==> config.mk <==
export PLATFORM = sky130hd
export DESIGN_NAME = bounded_sorted_top_list_top
export DESIGN_NICKNAME = d
export VERILOG_FILES = /design/src/rtl/core/bstl_pkg.sv /design/src/rtl/core/bstl_cell.sv /design/src/rtl/core/bounded_sorted_top_list_top.sv
export SDC_FILE = /design/constraint.sdc
export NUM_CORES = 1
export LEC_CHECK = 0
export BUFFER_PORTS_ARGS = -buffer_cell sky130_fd_sc_hd__buf_2
export CAP_MARGIN = 15
export CORE_MARGIN = 2
export CORE_UTILIZATION = 68
export CTS_CLUSTER_SIZE = 20
export DETAILED_ROUTE_END_ITERATION = 6
export MAX_ROUTING_LAYER = met4
export PLACE_DENSITY_LB_ADDON = 0.25
export SLEW_MARGIN = 20
export SYNTH_ARGS = -nofsm -noshare
export SYNTH_HDL_FRONTEND = slang
export SYNTH_HIERARCHICAL = 1
export SYNTH_SLANG_ARGS = --single-unit
==> constraint.sdc <==
create_clock -name clk -period 12.8 [get_ports clk]
set_input_delay 0.64 -clock clk [delete_from_list [all_inputs] [get_ports clk]]
set_output_delay 0.64 -clock clk [all_outputs]
set_load 0.1 [all_outputs]
==> src/rtl/core/bstl_pkg.sv <==
// ----------------------------------------------------------------------------
// bstl_pkg
// Shared types and constants for the sorted top list: entry layout, field
// widths and the insert word handed down the row of cells.
// ----------------------------------------------------------------------------
package bstl_pkg;

  localparam int unsigned TAG_W       = 24;
  localparam int unsigned SCORE_W     = 32;
  localparam int unsigned INDEX_W     = 3;
  localparam int unsigned RANK_W      = 3;
  localparam int unsigned COUNT_W     = 4;
  localparam int unsigned READ_SLOTS  = 1 << INDEX_W;
  localparam int unsigned DEPTH_DEF   = 8;

  typedef enum logic {
    ACT_INSERT = 1'b0,
    ACT_READ   = 1'b1
  } action_t;

  typedef struct packed {
    logic [TAG_W-1:0]   tag;
    logic [SCORE_W-1:0] score;
  } entry_t;

  // word broadcast to every cell for an insert
  typedef struct packed {
    logic   en;
    entry_t ent;
  } ins_t;

  // a tag is a short string: everything after the first zero byte is zero
  function automatic logic [TAG_W-1:0] clean_tag(input logic [TAG_W-1:0] t);
    logic [TAG_W-1:0] r;
    r = t;
    if (t[23:16] == 8'd0) begin
      r = '0;
    end else if (t[15:8] == 8'd0) begin
      r = {t[23:16], 16'd0};
    end
    return r;
  endfunction

endpackage

==> src/rtl/core/bstl_cell.sv <==
// ----------------------------------------------------------------------------
// bstl_cell
// One list position. Compares the broadcast score with its own entry and,
// on an insert, keeps its entry, takes the new one, or takes its upper
// neighbor's entry.
// ----------------------------------------------------------------------------
module bstl_cell (
  input  logic            clk,
  input  bstl_pkg::ins_t  ins,
  input  logic            valid,
  input  logic            prev_ge,
  input  bstl_pkg::entry_t prev_ent,
  output logic            ge,
  output logic            take_new,
  output bstl_pkg::entry_t ent
);
  import bstl_pkg::*;

  entry_t ent_next;

  // entry stays in place when it outranks or ties the new score
  assign ge       = valid && ($signed(ent.score) >= $signed(ins.ent.score));
  assign take_new = !ge && prev_ge;

  always_comb begin
    ent_next = ent;
    if (ins.en && !ge) begin
      if (prev_ge) begin
        ent_next = ins.ent;
      end else begin
        ent_next = prev_ent;
      end
    end
  end

  always_ff @(posedge clk) begin
    ent <= ent_next;
  end

endmodule

==> src/rtl/core/bounded_sorted_top_list_top.sv <==
// ----------------------------------------------------------------------------
// bounded_sorted_top_list_top
// Top-k list of tagged signed scores kept in descending order.
// ----------------------------------------------------------------------------
// One command per clock: busy stays low, every start is taken, and its result
// appears on the following cycle with done high for exactly one cycle; the
// receiver cannot stall it, so capture it then. An insert needs no search because
// every cell of the row compares its score with the new one in parallel and
// shifts toward its lower neighbor in the same edge; a read selects one of the
// first eight cells. Equal scores keep arrival order.
// ----------------------------------------------------------------------------
module bounded_sorted_top_list_top #(
  parameter int unsigned LIST_DEPTH = bstl_pkg::DEPTH_DEF
) (
  input  logic                             clk,
  input  logic                             rst,
  input  logic                             start,
  output logic                             busy,
  input  logic                             action,
  input  logic signed [bstl_pkg::SCORE_W-1:0] new_score,
  input  logic [bstl_pkg::TAG_W-1:0]       new_tag,
  input  logic [bstl_pkg::INDEX_W-1:0]     read_index,
  output logic                             done,
  output logic                             accepted,
  output logic [bstl_pkg::RANK_W-1:0]      rank,
  output logic                             entry_valid,
  output logic [bstl_pkg::TAG_W-1:0]       entry_tag,
  output logic signed [bstl_pkg::SCORE_W-1:0] entry_score,
  output logic [bstl_pkg::COUNT_W-1:0]     entry_count
);
  import bstl_pkg::*;

  localparam int unsigned CW = $clog2(LIST_DEPTH + 1);
  localparam int unsigned PW = (LIST_DEPTH > 1) ? $clog2(LIST_DEPTH) : 1;

  logic [CW-1:0]  count;
  logic [CW-1:0]  count_next;
  logic           go;
  logic           is_insert;
  logic           full;
  logic           insert_go;
  ins_t           ins;
  entry_t         cell_ent  [LIST_DEPTH];
  logic           cell_ge   [LIST_DEPTH];
  logic           cell_take [LIST_DEPTH];
  logic           cell_valid[LIST_DEPTH];
  entry_t         rd_slots  [READ_SLOTS];
  entry_t         rd_ent;
  logic           rd_hit;
  logic [PW-1:0]  pos;

  assign busy      = 1'b0;
  assign go        = start && !busy;
  assign is_insert = (action_t'(action) == ACT_INSERT);
  assign full      = (count == CW'(LIST_DEPTH));
  assign insert_go = go && is_insert &&
                     !(full && ($signed(new_score) <=
                                $signed(cell_ent[LIST_DEPTH-1].score)));

  assign ins.en        = insert_go;
  assign ins.ent.tag   = clean_tag(new_tag);
  assign ins.ent.score = new_score;

  // row of cells, each fed by its upper neighbor
  for (genvar i = 0; i < LIST_DEPTH; i++) begin : g_cell
    assign cell_valid[i] = (CW'(i) < count);
    if (i == 0) begin : g_head
      bstl_cell u_cell (
        .clk      (clk),
        .ins      (ins),
        .valid    (cell_valid[i]),
        .prev_ge  (1'b1),
        .prev_ent (ins.ent),
        .ge       (cell_ge[i]),
        .take_new (cell_take[i]),
        .ent      (cell_ent[i])
      );
    end else begin : g_body
      bstl_cell u_cell (
        .clk      (clk),
        .ins      (ins),
        .valid    (cell_valid[i]),
        .prev_ge  (cell_ge[i-1]),
        .prev_ent (cell_ent[i-1]),
        .ge       (cell_ge[i]),
        .take_new (cell_take[i]),
        .ent      (cell_ent[i])
      );
    end
  end

  // encode the one cell that takes the new entry
  always_comb begin
    pos = '0;
    for (int i = 0; i < LIST_DEPTH; i++) begin
      if (cell_take[i]) begin
        pos = pos | PW'(i);
      end
    end
  end

  for (genvar k = 0; k < READ_SLOTS; k++) begin : g_rd
    if (k < LIST_DEPTH) begin : g_live
      assign rd_slots[k] = cell_ent[k];
    end else begin : g_none
      assign rd_slots[k] = '0;
    end
  end

  assign rd_ent = rd_slots[read_index];
  assign rd_hit = ({{CW{1'b0}}, read_index} < {{INDEX_W{1'b0}}, count}) &&
                  (32'(read_index) < 32'(LIST_DEPTH));

  always_comb begin
    count_next = count;
    if (insert_go && !full) begin
      count_next = count + CW'(1);
    end
  end

  always_ff @(posedge clk) begin
    if (rst) begin
      count <= '0;
      done  <= 1'b0;
    end else begin
      count <= count_next;
      done  <= go;
    end
  end

  // result word, registered on each command and held until the next one
  always_ff @(posedge clk) begin
    if (go) begin
      accepted    <= insert_go;
      rank        <= insert_go ? RANK_W'(pos) : '0;
      entry_valid <= !is_insert && rd_hit;
      entry_tag   <= (!is_insert && rd_hit) ? rd_ent.tag : '0;
      entry_score <= (!is_insert && rd_hit) ? rd_ent.score : '0;
      entry_count <= COUNT_W'(count_next);
    end
  end

endmodule
==> Yosys cells after proc, flatten, opt, wreduce, memory -nomap -nowiden <==
Cells that the tools add are included.
W data, S select, Z words.
{ "word_totals": {"reg_bits": 518, "latchBits": 0, "ram_bits": 0, "rom_bits": 0, "input_bits": 63, "output_inout_bits": 67, "memories": 0} }
{ "op_classes": {"addsub": 1, "n_mul": 0, "div_mod_pow": 0, "n_lt_le_gt_ge": 19, "n_eq_ne": 1, "shifts": 0, "mux": 20, "n_bitwise": 2, "n_reduce_logical": 40} }
{ "op_table": {"columns": ["cell", "n"], "rows": [
  ["$mux W56", 9],
  ["$ge A32 B32 Y1", 8],
  ["$bmux W56 S3", 1],
  ["$le A32 B32 Y1", 1],
  ["$logic_and A1 B1 Y1", 28],
  ["$mux W24", 1],
  ["$logic_not A8 Y1", 2],
  ["$lt A3 B4 Y1 const A", 4],
  ["$mux W16", 1],
  ["$mux W3", 4],
  ["$logic_not A1 Y1", 10],
  ["$lt A1 B4 Y1 const A", 2],
  ["$lt A2 B4 Y1 const A", 2],
  ["$add A4 B1 Y4 const B", 1],
  ["$eq A4 B4 Y1 const B", 1],
  ["$ge A4 B4 Y1 const B", 1],
  ["$lt A3 B4 Y1", 1],
  ["$mux W2", 2],
  ["$mux W4", 1],
  ["$not A3 Y4", 1],
  ["$mux W1", 1],
  ["$not A1 Y1", 1]
]} }

==> Depth between registers and ports, before layout <==
{ "depth": {"ltp_word": 11, "ltp_mapped": 14} }

==> Hierarchy <==
The synthesis kept the hierarchy.
{ "modules_own_cells": {"columns": ["module", "n_inst", "cells_per_inst", "area_per_inst_um2"], "rows": [
  ["bstl_cell (g_cell[0].g_head.u_cell ...)", 6, 234, 3173.0],
  ["bounded_sorted_top_list_top", 1, 537, 6972.9],
  ["bstl_cell (g_cell[7].g_body.u_cell)", 1, 240, 3286.9],
  ["bstl_cell (g_cell[6].g_body.u_cell)", 1, 242, 3194.3]
]} }

==> Worst setup path after synthesis <==
OpenSTA, ideal clock, no wires.
{ "synth_path": {"path_type": "input-to-reg", "from": "input port new_score[30] (netlist bit)", "to": "register g_cell[6].g_body.u_cell/ent[0] (netlist bit), enable pin", "arrival_ns": 7.974, "t_required_ns": 12.172, "slack_ns": 4.198, "path_stages": 7, "cell_sequence": "ha_1 -> nand4_4 -> or4_4 -> nor3_4 -> o211ai_1 -> nand3_1 -> nor4b_1"} }
{ "synth_rtl": {"columns": ["element", "line_no", "text"], "rows": [
  ["from (decl)", "bounded_sorted_top_list_top.sv:20", "input logic signed [bstl_pkg::SCORE_W-1:0] new_score,"],
  ["to (signal assigned)", "bstl_cell.sv:37", "ent <= ent_next;"],
  ["to (decl)", "bstl_cell.sv:15", "output bstl_pkg::entry_t ent"]
]} }

==> results by group <==
Layout
  • Final nets: 2893
  • Most common cell after layout, fill and taps aside: edfxtp_1
  • Register area: approximately 16000 µm²
  • Most frequent cells in the layout: edfxtp_1, mux2_2, inv_1
  • Fin util: 74.8%
  • Share of layout cells above drive strength 1: 31.6%
  • P&R area growth vs syn: 9.31%
  • Multi-input logic area: around 16000 µm²
  • FILL cells: 3008

Route
  • WL/cell: 28.3 µm
  • Vias: ~22k
  • DR DRC count: 0
  • Via/cell ratio: 6.79
  • Drt first-iter violations: 2370
  • Final WL: 90.4 mm
  • DRT Pass-1 Iters: 6
  • Antenna viol nets, final: 0

Clock tree
  • # hold bufs at CTS: 0
  • H-Tree Depth: 2
  • Root buffer cell: clkbuf_16
  • CTS tree: yes
  • Post-cts sizing count: 0
  • CTS Buf Count: 53
  • CTS clk-pin slew, worst paths: about 0.060 ns
  • Clk buf depth: 3
  • Sink Count: 518
  • Post-CTS Setup Repair Bufs: 0
  • Worst-Skew Late Latency: 0.63 ns

Floorplanning
  • Core area: 47400 µm²
  • Die Ht: about 220 µm
  • Rows: 80
  • Ports: 130
  • Starting Density: 68.5%
  • Die Wd: 223 µm
  • Die area: 49500 µm²

Worst setup path
  • CP Launch Type: register
  • Critical-path maximum fanout: 36
  • CP peak stage delay: 0.79 ns
  • Worst Path Class, Setup: reg -> reg
  • Crit path DAT: 5.25 ns
  • Req. time, crit path: between 10 and 15 ns
  • CP max-delay cell: a2111oi_0
  • CP cell instances: ha_1 > nand4_1 > a2111oi_0 > o41ai_1 > a21boi_4 > buf_8 > buf_4 > nor2b_1 > or4_1 > and3_1 > a22oi_1 > nand3_1
  • CP endpoint kind: register

STA
  • Post-layout min period: 4.88 ns
  • Max-slew violation count: 0
  • Setup TNS: 0 ns
  • Setup violations, final: 0
  • Clk_skew: around 0.021 ns
  • Final count of hold timing violations: 0
  • Slew @ Worst Pin: 1.16 ns
  • Final Cycle Share: 38.1%
  • RSZ-0062 raised after global routing: no
  • Final setup margin: 7.92 ns
  • Max_slew headroom: 22.6%
  • Fmax: 0.205 GHz

Flow run
  • Max cap viols: 0

Synth
  • Post-Synthesis Cells: 2421
  • Synth warn: 6
  • Avg Synthesized Cell Area: ~13 µm²
  • Post-Syn Area: about 32000 µm²

GRT
  • Largest net degree at the start of global routing: 60
  • GRT Overall Usage: between 30% and 40%
  • Initial antenna violation count: 3
  • Overflow after GRT: 0
  • First-pass GRT wire length: 136 mm
  • Number of global-route vias before repair: 21.9k

Place
  • Place WS: 7.22 ns
  • DP HPWL: 58.8 mm
  • Placer Congestion: 0.961
  • Port bufs: 128

Power
  • Total Power: 4.73 mW
  • Cell Pwr Density: 133 nW/µm²
  • VDD IR-drop max: 0.134 mV
  • LEAKAGE: 14.2 nW

Status
  • Status: finished clean

Min path
  • HP Class: in -> reg
==> area by class of cell <==
class | instances | share of cell area [%]
antenna | 4 | 0.0282
clock buffer | 73 | 4.06
clock inverter | 26 | 0.638
inverter | 297 | 3.14
multi-input combinational | 1512 | 43.8
sequential | 518 | 43.7
tap | 615 | 2.17
timing repair buffer | 156 | 2.50
==> critical path, delay by kind of cell, from the launching register on <==
family / cells / cell delay (ns)
simple gates: 5 / 1.15
compound gates: 4 / 1.80
fa+ha+maj: 1 / 0.33
buf+inv: 2 / 0.81
flops: 1 / 0.45
==> routing by layer <==
metal	global-route usage (%)	share of wire (%)	routed length [µm]	vias to the layer above
li1	-	-	-	9484
met5	-	0	0	-
met2	58.3	47	42500	1222
met1	51.4	40	36000	10800
met4	13.2	3.6	3230	0
met3	6.90	9.7	8780	191
==> where the power goes <==
| group | total (mW) | switching (mW) | internal, mW |
|---|---|---|---|
| combinational | 0.984 | 0.601 | 0.383 |
| clock | 1.52 | 0.683 | 0.832 |
| sequential | 2.23 | 0.123 | 2.10 |
==> flip-flops by register name (all words and copies together) (netlist names) <==
name and flops:
done 1, g_cell.g_head.u_cell/ent 56, entry_tag 24, count 4, rank 3, accepted 1, g_cell.g_body.u_cell/ent 392, entry_count 4
entry_valid 1, entry_score 32
==> metrics by stage <==
step                hold WS, ns  area [µm²]  instances
finish                    0.294       35500       3201
global route              0.290       35500       3200
CTS                       0.267       35500       3195
detailed placement        0.542       33800       3096
global placement          0.534       33800       3096
floorplan                 0.524       32500       2423
==> final timing paths <==
kind,from,to,slack [ns],cells past startpoint
max,g_cell[5].g_body.u_cell/ent[9],rank[2],7.92,12
min,rst,count[3],0.29,2
max reg2reg,g_cell[5].g_body.u_cell/ent[9],rank[2],7.92,12
min reg2reg,g_cell[3].g_body.u_cell/ent[52],g_cell[4].g_body.u_cell/ent[52],0.57,1
No activity file was read; power rests on OpenSTA's default activity.
